==> config.mk <==
export PLATFORM = sky130hd
export DESIGN_NAME = heron_square_root
export DESIGN_NICKNAME = d
export VERILOG_FILES = /design/src/hdl/hsr_pkg.sv /design/src/hdl/hsr_div.sv /design/src/hdl/heron_square_root.sv
export SDC_FILE = /design/constraint.sdc
export NUM_CORES = 1
export LEC_CHECK = 0
export ABC_AREA = 1
export BUFFER_PORTS_ARGS = -buffer_cell sky130_fd_sc_hd__buf_2
export CORE_MARGIN = 2
export CORE_UTILIZATION = 35
export CTS_CLUSTER_DIAMETER = 60
export DETAILED_ROUTE_END_ITERATION = 12
export HOLD_SLACK_MARGIN = 0.15
export PLACE_DENSITY = 0.47
export SYNTH_ARGS = -nofsm -noshare
export SYNTH_HDL_FRONTEND = slang
export SYNTH_SLANG_ARGS = --single-unit
==> constraint.sdc <==
create_clock -name clk -period 12.7 [get_ports clk]
set_input_delay 0.635 -clock clk [delete_from_list [all_inputs] [get_ports clk]]
set_output_delay 0.635 -clock clk [all_outputs]
set_load 0.02 [all_outputs]
==> src/hdl/hsr_pkg.sv <==
package hsr_pkg;

  localparam int DATA_WIDTH_DEF = 32;
  localparam int FRAC_BITS_DEF  = 16;

  localparam int TOL_W  = 16;
  localparam int ITER_W = 7;
  localparam int CFG_W  = 16;
  localparam int IDX_W  = 1;

  localparam logic [IDX_W-1:0] REG_TOLERANCE = 1'b0;
  localparam logic [IDX_W-1:0] REG_MAX_ITER  = 1'b1;

  localparam logic [TOL_W-1:0]  TOL_RESET = 16'd1;
  localparam logic [ITER_W-1:0] CAP_RESET = 7'd32;
  localparam logic [ITER_W-1:0] CAP_LIMIT = 7'd64;

endpackage

==> src/hdl/hsr_div.sv <==
module hsr_div #(
  parameter int DATA_WIDTH = hsr_pkg::DATA_WIDTH_DEF,
  parameter int FRAC_BITS  = hsr_pkg::FRAC_BITS_DEF
) (
  input  logic                  clk,
  input  logic                  rst,
  input  logic                  go,
  input  logic [DATA_WIDTH-1:0] num,
  input  logic [DATA_WIDTH-1:0] den,
  output logic                  fin,
  output logic [DATA_WIDTH-1:0] quot
);

  localparam int STEPS = DATA_WIDTH + FRAC_BITS;
  localparam int CNT_W = $clog2(STEPS);
  localparam logic [CNT_W-1:0] LAST = CNT_W'(STEPS - 1);

  logic                  run;
  logic [CNT_W-1:0]      cnt;
  logic [DATA_WIDTH-1:0] rem;
  logic [DATA_WIDTH-1:0] num_sh;
  logic [DATA_WIDTH-1:0] q;
  logic                  sat;

  logic [DATA_WIDTH:0]   rem_sh;
  logic                  ge;
  logic [DATA_WIDTH:0]   rem_diff;

  assign rem_sh   = {rem, num_sh[DATA_WIDTH-1]};
  assign ge       = rem_sh >= {1'b0, den};
  assign rem_diff = rem_sh - {1'b0, den};
  assign quot     = sat ? '1 : q;

  always_ff @(posedge clk) begin
    if (rst) begin
      run <= 1'b0;
      fin <= 1'b0;
      cnt <= '0;
    end else begin
      fin <= 1'b0;
      if (go) begin
        run <= 1'b1;
        cnt <= '0;
      end else if (run) begin
        cnt <= cnt + 1'b1;
        if (cnt == LAST) begin
          run <= 1'b0;
          fin <= 1'b1;
        end
      end
    end
  end

  always_ff @(posedge clk) begin
    if (go) begin
      rem    <= '0;
      num_sh <= num;
      q      <= '0;
      sat    <= 1'b0;
    end else if (run) begin
      rem    <= ge ? rem_diff[DATA_WIDTH-1:0] : rem_sh[DATA_WIDTH-1:0];
      num_sh <= {num_sh[DATA_WIDTH-2:0], 1'b0};
      if (!sat) begin
        if (q[DATA_WIDTH-1]) begin
          sat <= 1'b1;
        end else begin
          q <= {q[DATA_WIDTH-2:0], ge};
        end
      end
    end
  end

endmodule

==> src/hdl/heron_square_root.sv <==
// Heron square root, unsigned fixed point, start guess 2.0.
// A request runs n Heron steps (n = 1..64). A step divides the radicand by the guess
// in the bit-serial divider, then sums, halves, takes the difference and checks it;
// the divider is skipped when the guess is zero.
// Throughput: one request at a time; busy is high until done pulses, and the next
// request is taken in the done cycle. Synchronous reset: idle, tolerance = 1, max_iterations = 32.
module heron_square_root #(
  parameter int DATA_WIDTH = hsr_pkg::DATA_WIDTH_DEF,
  parameter int FRAC_BITS  = hsr_pkg::FRAC_BITS_DEF
) (
  input  logic                        clk,
  input  logic                        rst,
  input  logic                        start,
  output logic                        busy,
  input  logic [DATA_WIDTH-1:0]       radicand,
  output logic                        done,
  output logic [DATA_WIDTH-1:0]       root,
  output logic [hsr_pkg::ITER_W-1:0]  iterations,
  output logic                        converged,
  input  logic                        cfg_write,
  input  logic [hsr_pkg::IDX_W-1:0]   cfg_index,
  input  logic [hsr_pkg::CFG_W-1:0]   cfg_data
);

  localparam logic [2:0] S_IDLE   = 3'd0;
  localparam logic [2:0] S_LAUNCH = 3'd1;
  localparam logic [2:0] S_DIV    = 3'd2;
  localparam logic [2:0] S_SUM    = 3'd3;
  localparam logic [2:0] S_DIFF   = 3'd4;
  localparam logic [2:0] S_CHECK  = 3'd5;

  localparam int SW = DATA_WIDTH + FRAC_BITS + 1;
  localparam logic [SW-1:0] START_WIDE = SW'(2) << FRAC_BITS;
  localparam logic [DATA_WIDTH-1:0] START_GUESS = START_WIDE[DATA_WIDTH-1:0];

  logic [2:0]                   state;
  logic [hsr_pkg::TOL_W-1:0]    tolerance;
  logic [hsr_pkg::ITER_W-1:0]   max_iterations;
  logic [hsr_pkg::ITER_W-1:0]   cap;
  logic [hsr_pkg::ITER_W-1:0]   step_count;
  logic [DATA_WIDTH-1:0]        x;
  logic [DATA_WIDTH-1:0]        guess;
  logic [DATA_WIDTH-1:0]        q;
  logic [DATA_WIDTH-1:0]        next;
  logic [DATA_WIDTH-1:0]        diff;

  logic                         div_go;
  logic                         div_fin;
  logic [DATA_WIDTH-1:0]        div_quot;
  logic [DATA_WIDTH:0]          sum;
  logic [hsr_pkg::ITER_W-1:0]   cap_next;

  assign busy = state != S_IDLE;
  assign div_go = (state == S_LAUNCH) && (guess != '0);
  assign sum = {1'b0, q} + {1'b0, guess};

  always_comb begin
    priority if (max_iterations == '0) begin
      cap_next = hsr_pkg::ITER_W'(1);
    end else if (max_iterations > hsr_pkg::CAP_LIMIT) begin
      cap_next = hsr_pkg::CAP_LIMIT;
    end else begin
      cap_next = max_iterations;
    end
  end

  hsr_div #(
    .DATA_WIDTH(DATA_WIDTH),
    .FRAC_BITS (FRAC_BITS)
  ) u_div (
    .clk (clk),
    .rst (rst),
    .go  (div_go),
    .num (x),
    .den (guess),
    .fin (div_fin),
    .quot(div_quot)
  );

  always_ff @(posedge clk) begin
    if (rst) begin
      tolerance      <= hsr_pkg::TOL_RESET;
      max_iterations <= hsr_pkg::CAP_RESET;
    end else if (cfg_write) begin
      unique case (cfg_index)
        hsr_pkg::REG_TOLERANCE: tolerance <= cfg_data;
        hsr_pkg::REG_MAX_ITER:  max_iterations <= cfg_data[hsr_pkg::ITER_W-1:0];
        default: ;
      endcase
    end
  end

  always_ff @(posedge clk) begin
    if (rst) begin
      state      <= S_IDLE;
      done       <= 1'b0;
      step_count <= '0;
      guess      <= '0;
    end else begin
      done <= 1'b0;
      unique case (state)
        S_IDLE: begin
          if (start) begin
            x          <= radicand;
            cap        <= cap_next;
            guess      <= START_GUESS;
            step_count <= '0;
            state      <= S_LAUNCH;
          end
        end
        S_LAUNCH: begin
          if (guess == '0) begin
            q     <= '0;
            state <= S_SUM;
          end else begin
            state <= S_DIV;
          end
        end
        S_DIV: begin
          if (div_fin) begin
            q     <= div_quot;
            state <= S_SUM;
          end
        end
        S_SUM: begin
          next       <= sum[DATA_WIDTH:1];
          step_count <= step_count + 1'b1;
          state      <= S_DIFF;
        end
        S_DIFF: begin
          diff  <= (guess >= next) ? guess - next : next - guess;
          state <= S_CHECK;
        end
        S_CHECK: begin
          if (diff < DATA_WIDTH'(tolerance)) begin
            converged  <= 1'b1;
            root       <= next;
            iterations <= step_count;
            done       <= 1'b1;
            guess      <= next;
            state      <= S_IDLE;
          end else if (step_count >= cap) begin
            converged  <= 1'b0;
            root       <= next;
            iterations <= step_count;
            done       <= 1'b1;
            guess      <= next;
            state      <= S_IDLE;
          end else begin
            guess <= next;
            state <= S_LAUNCH;
          end
        end
        default: state <= S_IDLE;
      endcase
    end
  end

endmodule

==> impl_metrics.env, run 1 <==
export IMPL_layout_min_cycle_time_ps=3930
export IMPL_r2r_start="guess[1]$_SDFFE_PP0P_"
export IMPL_dp_hpwl_mm=57.3
export IMPL_synth_edff_count=207
export IMPL_synthesis_nets=3179
export IMPL_grt_pass1_wl_mm=111
export IMPL_start_util_pct=35.5
export IMPL_crit_family="simple AND/OR/NAND/NOR gates"
export IMPL_min_to="x[9]$_DFFE_PP_"
export IMPL_vdd_drop_max_mv=0.217
export IMPL_p_int_mw=2.64
export IMPL_hold_class="input pin to flip-flop"
export IMPL_max_freq_mhz=254
export IMPL_drt_pre_antenna_iters=8
export IMPL_grt_usage_pct=22.5
export IMPL_synth_cells=2972
export IMPL_fin_cells=3912
export IMPL_power_density_nw_per_um2=189
export IMPL_combinationalPowerShare_pct=42.9
export IMPL_path_max_fanout=33
export IMPL_grt_overflow=0
export IMPL_num_vias=19500
export IMPL_post_place_cells=3827
export IMPL_worstMarginPinSlew_ps=1240
export IMPL_p_sw_share_pct=43.2
export IMPL_cts_hold_buf=0
export IMPL_antenna_found_initial=1
export IMPL_die_w_um=254
export IMPL_die_y_um=254
export IMPL_rsz0062_at_grt="false"
export IMPL_clock_root_buffer="clkbuf_16"
export IMPL_cts_buffers_inserted=46
export IMPL_layout_common_cells="nand2_1 (953), inv_1 (392), a21oi_1 (235), nor2_1 (230), edfxtp_1 (207)"
export IMPL_netlist_area_um2=21900
export IMPL_cp_slowest_cell="nand2_2"
export IMPL_synth_area_per_cell_um2=7.38
export IMPL_dpl_worst_slack_ps=8760
export IMPL_nNetsFinal=3245
export IMPL_cp_arrival_ps=4410
export IMPL_pwr_share_seq_pct=30.5
export IMPL_ys_flop_type="edfxtp_1"
export IMPL_path_buf_inv=2
export IMPL_die_area_um2=64700
export IMPL_status="finished, final reports clean"
export IMPL_post_cts_buffers=0
export IMPL_synth_warnings=0
export IMPL_grt_max_degree=69
export IMPL_hold_path_startpoint="radicand[9]"
export IMPL_grt_busiest_layer="met2"
export IMPL_slew_headroom_pct=17.5
export IMPL_rows=91
export IMPL_postRouteAntennaNets=0
export IMPL_holdPathStages=1
export IMPL_slew_viol_final=0
export IMPL_finalSetupViolCount=0
export IMPL_hold_violations=0
export IMPL_avgRoutedWirePerCell_um=18.5
export IMPL_fin_tns_setup_ps=0
export IMPL_area_growth_pct=12.1
export IMPL_r2r_cells=14
export IMPL_r2r_end="u_div.q[0]$_SDFFE_PP0P_"
export IMPL_start_kind="flip-flop"
export IMPL_yosys_cell_types_count=51
export IMPL_skew_ps=26.6
export IMPL_clkLatencyLatePin_ps=600
export IMPL_wl_mm=72.5
export IMPL_drive_gt1_share_pct=7.38
export IMPL_place_congestion=0.977
export IMPL_required_ps=13180
export IMPL_fin_crit_sh_pct=31.0
export IMPL_clk_pin_slew_ps=60
export IMPL_initialDrtViolationCount=1244
export IMPL_core_um2=61800
export IMPL_cap_viol_max_count=0
export IMPL_fillers=6538
export IMPL_critical_path_class="flip-flop to flip-flop"
export IMPL_cts_tree="built"
export IMPL_rrSetupSlack_ps=8770
export IMPL_synthArstFlopShare_pct=0
export IMPL_htreeDepth=2
export IMPL_clock_sinks=346
export IMPL_pwr_share_clk_pct=26.6
export IMPL_diodes=0
export IMPL_switchingPower_mw=2.01
export IMPL_met2_usage_pct=35.4
export IMPL_clockBufferDepth=3
export IMPL_endpoint_kind="flip-flop"
export IMPL_met1_usage_pct=31.9
export IMPL_cp_cell_sequence="inv_1, ha_1, nand2_1, nor2_1, nand2_1, nand3_2, nand2_1, nand2_1, nand2_1, nand2_1, nand2_2, nand2_4, o21ai_0, inv_1"
export IMPL_fin_ws_ps=8770
export IMPL_seq_area_frac_synth_pct=41.0
export IMPL_num_io_pins=95
export IMPL_cp_common_cell="nand2_1"
export IMPL_final_common_cell="nand2_1"
export IMPL_cpPeakStageDelay_ps=670
export IMPL_grt_pass1_vias=18800
export IMPL_cellLeakagePower_nw=11.2
export IMPL_viasPerCell=4.98
export IMPL_port_buffers=94
export IMPL_drc=0
export IMPL_grt_use_met3_pct=2.80
export IMPL_cts_resized=0
export IMPL_synth_seq_cells=346
[state kept, by name, summed over array words and instances, names as in the netlist, 3 cells and up]
register and cells:
guess 32, diff 32, tolerance 16, cap 7, q 32, x 32, u_div.cnt 6, u_div.rem 32
state 3, u_div.q 32, step_count 7, next 32, iterations 7, max_iterations 7, root 32, u_div.num_sh 32
[layer usage]
metal	wire (um)	share of wire (%)
met2	31600	44
met3	3220	4.4
met1	35100	48
met5	9	0.012
met4	2590	3.6
[final cells by class]
cell class                 instances  area [um2]  share of cell area [%]
multi-input combinational       2137       11000                    44.9
clock inverter                    20         183                   0.743
clock buffer                      65        1250                    5.09
tap                              837        1050                    4.26
inverter                         400        1500                    6.11
timing repair buffer             107         568                    2.31
sequential                       346        9000                    36.6
[cells in the mapped netlist (4+ instances only)]
master	number	area [um2]
buf_4	8	60.1
buf_2	29	145
nor3_1	25	125
nand3_1	206	1030
o21ai_0	100	500
xor2_1	52	455
buf_6	5	56.3
o21a_1	7	52.6
nand2_1	953	3580
nand4_1	30	188
a31oi_1	5	31.3
nand3b_1	12	90.1
o211ai_1	7	52.6
nor2_1	237	890
xnor2_1	21	184
inv_1	392	1470
fa_1	4	80.1
nor4_1	7	43.8
ha_1	150	1880
nor2_2	12	75.1
o21bai_1	9	67.6
dfxtp_1	139	2780
clkbuf_1	46	173
inv_2	6	22.5
a21oi_1	235	1180
nor3b_1	4	30.0
o21ai_1	6	30.0
edfxtp_1	207	6220
and2_1	6	37.5
a21o_1	9	67.6
a21oi_2	4	35.0
nand2_2	10	62.6
[how the worst max path moves through the flow]
stage          slack (ps)                 endpoint  depth (start not counted)             startpoint
4_1_cts              8750  u_div.q[0]$_SDFFE_PP0P_                         14  guess[1]$_SDFFE_PP0P_
3_5_place_dp         8760  u_div.q[0]$_SDFFE_PP0P_                         14  guess[1]$_SDFFE_PP0P_
5_1_grt              8550  u_div.q[0]$_SDFFE_PP0P_                         14  guess[1]$_SDFFE_PP0P_
2_1_floorplan        8110  converged$_SDFFCE_PN1P_                          8      diff[5]$_DFFE_PP_
6_report             8770  u_div.q[0]$_SDFFE_PP0P_                         14  guess[1]$_SDFFE_PP0P_
3_3_place_gp         8920  u_div.q[0]$_SDFFE_PP0P_                         14  guess[1]$_SDFFE_PP0P_
[cell families after synthesis]
kind of cell / share of synthesized area [%]
buffers and inverters: 8.85
AOI/OAI and AO/OA: 9.73
xor gates and xnor gates: 2.92
and+or+nand+nor: 28.5
DFF: 41.0
adders and majority gates: 8.92
[worst register-to-register path, stage by stage (launching register included)]
cell and delay, ps:
dfxtp_1 600, inv_1 310, ha_1 480, nand2_1 90, nor2_1 40, nand2_1 70
nand3_2 150, nand2_1 100, nand2_1 120, nand2_1 120, nand2_1 100, nand2_2 670
nand2_4 550, o21ai_0 360, inv_1 60
[power groups by stage]
stage | combinational [mW] | clock [mW] | sequential [mW]
after floorplan | 1.43 | 0 | 1.40
after global placement | 1.96 | 0 | 1.44
after detailed placement | 1.97 | 0 | 1.44
after CTS | 1.98 | 1.27 | 1.41
after global routing | 2.23 | 1.31 | 1.43
final | 1.99 | 1.24 | 1.42
[metrics by stage]
step	total power [mW]	util [%]	instance area [um2]	hold slack (ps)
detailed placement	3.41	37.5	23200	444
floorplan	2.83	-	21900	426
CTS	4.67	39.8	24600	184
finish	4.64	39.8	24600	213
global placement	3.40	37.5	23200	440
global route	4.96	39.8	24600	195
No activity file was read; power rests on OpenSTA's default activity.
==> run 2: changes to the inputs <==
==> constraint.sdc (replaced) <==
create_clock -name clk -period 3.8 [get_ports clk]
set_input_delay 0.19 -clock clk [delete_from_list [all_inputs] [get_ports clk]]
set_output_delay 0.19 -clock clk [all_outputs]
set_load 0.02 [all_outputs]
==> run 2 against run 1 <==
Register-to-register slack worse by 8200 ps. Setup slack got worse by 8200 ps. Final area rose by 3.4%. Sequential power grew to 3.3 times the previous value. Critical path depth down 2. Fmax increased by 22%. First-iteration DRC count grew 22%. Clock-buffer cell count fell by 7. Total power grew to 3.4 times the previous value. Combinational power grew to 3.3 times the previous value.
==> impl_metrics.env, run 2 (same netlist as run 1, synthesis figures left out) <==
export IMPL_dpl_cell_area_um2=23300
export IMPL_grt_pass1_vias=19100
export IMPL_holdWs_ps=295
export IMPL_cp_slowest_cell="nor3b_1"
export IMPL_fin_cells=3983
export IMPL_pwr_share_clk_pct=28.4
export IMPL_power_density_nw_per_um2=623
export IMPL_fin_area_um2=25400
export IMPL_die_area_um2=64700
export IMPL_grt_max_degree=65
export IMPL_hold_class="input pin to flip-flop"
export IMPL_num_io_pins=95
export IMPL_die_w_um=254
export IMPL_r2r_cells=12
export IMPL_core_um2=61800
export IMPL_fin_tns_setup_ps=0
export IMPL_worstMarginPinSlew_ps=1180
export IMPL_diodes=0
export IMPL_finalSetupViolCount=0
export IMPL_grt_usage_pct=22.5
export IMPL_grt_overflow=0
export IMPL_vdd_drop_max_mv=0.480
export IMPL_layout_common_cells="nand2_1 (953), inv_1 (392), a21oi_1 (235), nor2_1 (230), edfxtp_1 (207)"
export IMPL_clock_sinks=346
export IMPL_required_ps=4140
export IMPL_pwr_share_seq_pct=29.9
export IMPL_final_common_cell="nand2_1"
export IMPL_power_total_mw=15.8
export IMPL_nNetsFinal=3317
export IMPL_r2r_start="guess[28]$_SDFFE_PP0P_"
export IMPL_slew_viol_final=0
export IMPL_critical_path_class="flip-flop to flip-flop"
export IMPL_skew_ps=19.1
export IMPL_num_vias=19700
export IMPL_cts_tree="built"
export IMPL_rows=91
export IMPL_avgRoutedWirePerCell_um=18.2
export IMPL_hold_violations=0
export IMPL_cp_cell_sequence="inv_1, ha_1, a21oi_1, nor2_1, nor3b_1, nand2_1, a21oi_1, nand2_1, nand2_1, nand2_1, nand2_1, nand2_1"
export IMPL_p_sw_share_pct=42.2
export IMPL_slew_headroom_pct=20.9
export IMPL_r2r_end="diff[31]$_DFFE_PP_"
export IMPL_fin_crit_sh_pct=84.5
export IMPL_rrSetupSlack_ps=590
export IMPL_fin_ws_ps=589
export IMPL_cp_arrival_ps=3560
export IMPL_start_util_pct=35.5
export IMPL_max_freq_mhz=311
export IMPL_drive_gt1_share_pct=7.85
export IMPL_place_congestion=0.969
export IMPL_cp_startpoint="guess[28]$_SDFFE_PP0P_"
export IMPL_post_place_cells=3841
export IMPL_port_buffers=94
export IMPL_grt_pass1_wl_mm=112
export IMPL_switchingPower_mw=6.69
export IMPL_cellLeakagePower_nw=11.5
export IMPL_cp_common_cell="nand2_1"
export IMPL_clock_root_buffer="clkbuf_16"
export IMPL_die_y_um=254
export IMPL_antenna_found_initial=0
export IMPL_cap_viol_max_count=0
export IMPL_path_max_fanout=8
export IMPL_status="finished, final reports clean"
export IMPL_layout_min_cycle_time_ps=3210
export IMPL_viasPerCell=4.94
export IMPL_wl_mm=72.6
export IMPL_rsz0062_at_grt="false"
export IMPL_drc=0
export IMPL_fin_util_pct=41.2
export IMPL_clkLatencyLatePin_ps=600
export IMPL_initialDrtViolationCount=1514
export IMPL_p_int_mw=9.15
export IMPL_area_growth_pct=16.0
export IMPL_cts_buffers_inserted=46
export IMPL_start_kind="flip-flop"
export IMPL_cpPeakStageDelay_ps=650
export IMPL_combinationalPowerShare_pct=41.7
export IMPL_drt_pre_antenna_iters=6
export IMPL_dpl_worst_slack_ps=694
export IMPL_dp_hpwl_mm=57.4
export IMPL_crit_path_end="diff[31]$_DFFE_PP_"
export IMPL_htreeDepth=2
export IMPL_endpoint_kind="flip-flop"
export IMPL_clockBufferDepth=3
export IMPL_postRouteAntennaNets=0
export IMPL_clk_pin_slew_ps=60
run 2: worst min-delay path by stage:
stage / start / slack, ps / endpoint / cells past startpoint
after floorplan: radicand[0] / 290 / x[0]$_DFFE_PP_ / 0
after global placement: radicand[27] / 370 / x[27]$_DFFE_PP_ / 1
after detailed placement: radicand[27] / 370 / x[27]$_DFFE_PP_ / 1
after CTS: radicand[27] / 260 / x[27]$_DFFE_PP_ / 2
after global routing: radicand[27] / 270 / x[27]$_DFFE_PP_ / 2
final: radicand[25] / 300 / x[25]$_DFFE_PP_ / 2
run 2: power by group through the flow:
stage	Clock, mW	Sequential (mW)	Combinational [mW]
after detailed placement	0	4.81	6.48
after CTS	4.62	4.74	6.56
after global placement	0	4.81	6.47
after floorplan	0	4.68	4.77
after global routing	4.78	4.78	7.48
final	4.50	4.74	6.61
run 2: layout make-up:
class	count	area, um2
fillers	6402	36400
multi-input cells	2137	11000
flip-flops and latches	346	9000
inverters	400	1500
repair buffers	179	1280
clock buffers	58	1240
well taps	837	1050
clock inverters	26	337
run 2: what timing repair did:
action | 4_1_cts | 5_1_grt
setup buffers | 0 | 0
setup endpoints to repair | 0 | 0
endpoints found under the hold margin | 59 | 0
hold buffers | 58 | 0
gates resized for setup | 0 | 0
run 2: critical path: cells and delay by family, from the launching register on:
family / cells / cell delay, ps
compound gates: 2 / 690
flops: 1 / 460
buf+inv: 1 / 120
fa+ha+maj: 1 / 490
simple gates: 8 / 1190
run 2: metal layers:
metal / part of all wire [%] / up-vias / wire, um / track usage, %
met5: 0 / - / 0 / 0
met4: 2.8 / 0 / 2000 / 6.44
met3: 4.8 / 104 / 3510 / 2.85
met2: 44 / 484 / 32000 / 35.6
met1: 48 / 9189 / 35100 / 32.2
li1: - / 9902 / - / -
==> run 3: changes to the inputs <==
==> constraint.sdc (replaced) <==
create_clock -name clk -period 3.04 [get_ports clk]
set_input_delay 0.152 -clock clk [delete_from_list [all_inputs] [get_ports clk]]
set_output_delay 0.152 -clock clk [all_outputs]
set_load 0.02 [all_outputs]
==> run 3 against run 2 <==
Wire length grew 0.50%. Clock-buffer cell count shrank 2. Clock power grew 29%. Combinational power grew 30%. Highest routed layer unchanged.
==> impl_metrics.env, run 3 (same netlist as run 1, synthesis figures left out) <==
export IMPL_status="finished, final reports clean"
export IMPL_fin_crit_sh_pct=93.7
export IMPL_vdd_drop_max_mv=0.589
export IMPL_fin_util_pct=42.1
export IMPL_cap_viol_max_count=0
export IMPL_area_growth_pct=18.6
export IMPL_fin_tns_setup_ps=0
export IMPL_drc=0
export IMPL_die_y_um=254
export IMPL_grt_pass1_vias=19100
export IMPL_rows=91
export IMPL_critical_path_class="flip-flop to flip-flop"
export IMPL_drive_gt1_share_pct=9.36
export IMPL_hold_class="input pin to flip-flop"
export IMPL_worstMarginPinSlew_ps=838
export IMPL_cp_arrival_ps=3170
export IMPL_grt_overflow=0
export IMPL_fin_cells=4041
export IMPL_fin_area_um2=26000
export IMPL_dpl_cell_area_um2=23800
export IMPL_endpoint_kind="flip-flop"
export IMPL_cp_slowest_cell="dfxtp_1"
export IMPL_diodes=0
export IMPL_fillers=6437
export IMPL_cts_buffers_inserted=47
export IMPL_num_vias=19800
export IMPL_power_density_nw_per_um2=779
export IMPL_clock_root_buffer="clkbuf_16"
export IMPL_layout_common_cells="nand2_1 (953), inv_1 (392), a21oi_1 (235), nor2_1 (230), edfxtp_1 (207)"
export IMPL_cellLeakagePower_nw=11.9
export IMPL_skew_ps=42.4
export IMPL_finalSetupViolCount=0
export IMPL_cp_cell_sequence="inv_1, ha_1, fa_1, o21ai_2, nand2_1, nand2_1, nand2_1, nand2_2, nand2_2, nand3_4, buf_4, o21ai_0"
export IMPL_post_place_cells=3895
export IMPL_clkLatencyLatePin_ps=620
export IMPL_core_um2=61800
export IMPL_initialDrtViolationCount=1501
export IMPL_die_area_um2=64700
export IMPL_layout_min_cycle_time_ps=2850
export IMPL_avgRoutedWirePerCell_um=18.1
export IMPL_start_kind="flip-flop"
export IMPL_path_max_fanout=17
export IMPL_nNetsFinal=3372
export IMPL_postRouteAntennaNets=0
export IMPL_slew_viol_final=0
export IMPL_clock_sinks=346
export IMPL_port_buffers=94
export IMPL_antenna_found_initial=0
export IMPL_num_io_pins=95
export IMPL_cts_tree="built"
export IMPL_drt_pre_antenna_iters=6
export IMPL_place_congestion=0.962
export IMPL_htreeDepth=2
export IMPL_wl_mm=73.0
export IMPL_die_w_um=254
export IMPL_cp_common_cell="nand2_1"
export IMPL_cpPeakStageDelay_ps=540
export IMPL_dp_hpwl_mm=58.1
export IMPL_power_total_mw=20.3
export IMPL_hold_violations=0
export IMPL_grt_usage_pct=22.6
export IMPL_rsz0062_at_grt="false"
export IMPL_grt_max_degree=41
export IMPL_viasPerCell=4.90
export IMPL_start_util_pct=35.5
export IMPL_required_ps=3360
export IMPL_clockBufferDepth=3
export IMPL_clk_pin_slew_ps=60
export IMPL_max_freq_mhz=351
export IMPL_slew_headroom_pct=44.1
export IMPL_grt_pass1_wl_mm=111
export IMPL_final_common_cell="nand2_1"
-- run 3: layout make-up --
type | count | area (um2) | area share, %
inverters | 400 | 1500 | 5.77
flip-flops and latches | 346 | 9000 | 34.6
multi-input cells | 2137 | 11000 | 42.5
clock inverters | 32 | 443 | 1.70
well taps | 837 | 1050 | 4.03
clock buffers | 56 | 1210 | 4.65
repair buffers | 233 | 1770 | 6.81
-- run 3: per-stage QoR --
step	hold WS [ps]	setup slack [ps]
finish	241	191
global route	222	27.7
CTS	198	205
detailed placement	330	248
global placement	329	281
floorplan	251	282
-- run 3: worst paths after layout --
kind	from	endpoint	slack [ps]	cells after the start
hold reg to reg	tolerance[8]$_SDFFE_PP0P_	tolerance[8]$_SDFFE_PP0P_	460	2
setup reg to reg	guess[0]$_SDFFE_PP0P_	diff[1]$_DFFE_PP_	190	12
hold / removal	radicand[16]	x[16]$_DFFE_PP_	240	2
setup / recovery	guess[0]$_SDFFE_PP0P_	diff[1]$_DFFE_PP_	190	12
-- run 3: power by group --
| group | internal, mW | leakage (nW) | switching, mW |
|---|---|---|---|
| Combinational | 2.76 | 8.05 | 5.83 |
| Clock | 3.50 | 0.791 | 2.29 |
| Sequential | 5.56 | 3.03 | 0.331 |
-- run 3: layer usage --
| layer | share of wire, % | GRT usage, % | vias to the layer above |
|---|---|---|---|
| met2 | 44 | 35.1 | 544 |
| li1 | - | - | 10000 |
| met3 | 5.2 | 2.81 | 97 |
| met4 | 2.5 | 6.64 | 0 |
| met1 | 49 | 32.8 | 9112 |
| met5 | 0 | 0 | - |
-- run 3: worst max-delay path, delay by kind of cell (launching register included) --
| family | cells | cell delay (ps) |
|---|---|---|
| DFF | 1 | 540 |
| adders and majority gates | 2 | 740 |
| AOI/OAI and AO/OA | 2 | 390 |
| and+or+nand+nor | 6 | 520 |
| buffers and inverters | 2 | 370 |
-- run 3: repair_timing --
item                                    in CTS  in global routing
setup buffers                                0                  0
endpoints found under the hold margin       63                  0
resized for setup                            0                  1
hold buffers                                58                  0
endpoints found under the setup margin       0                  3
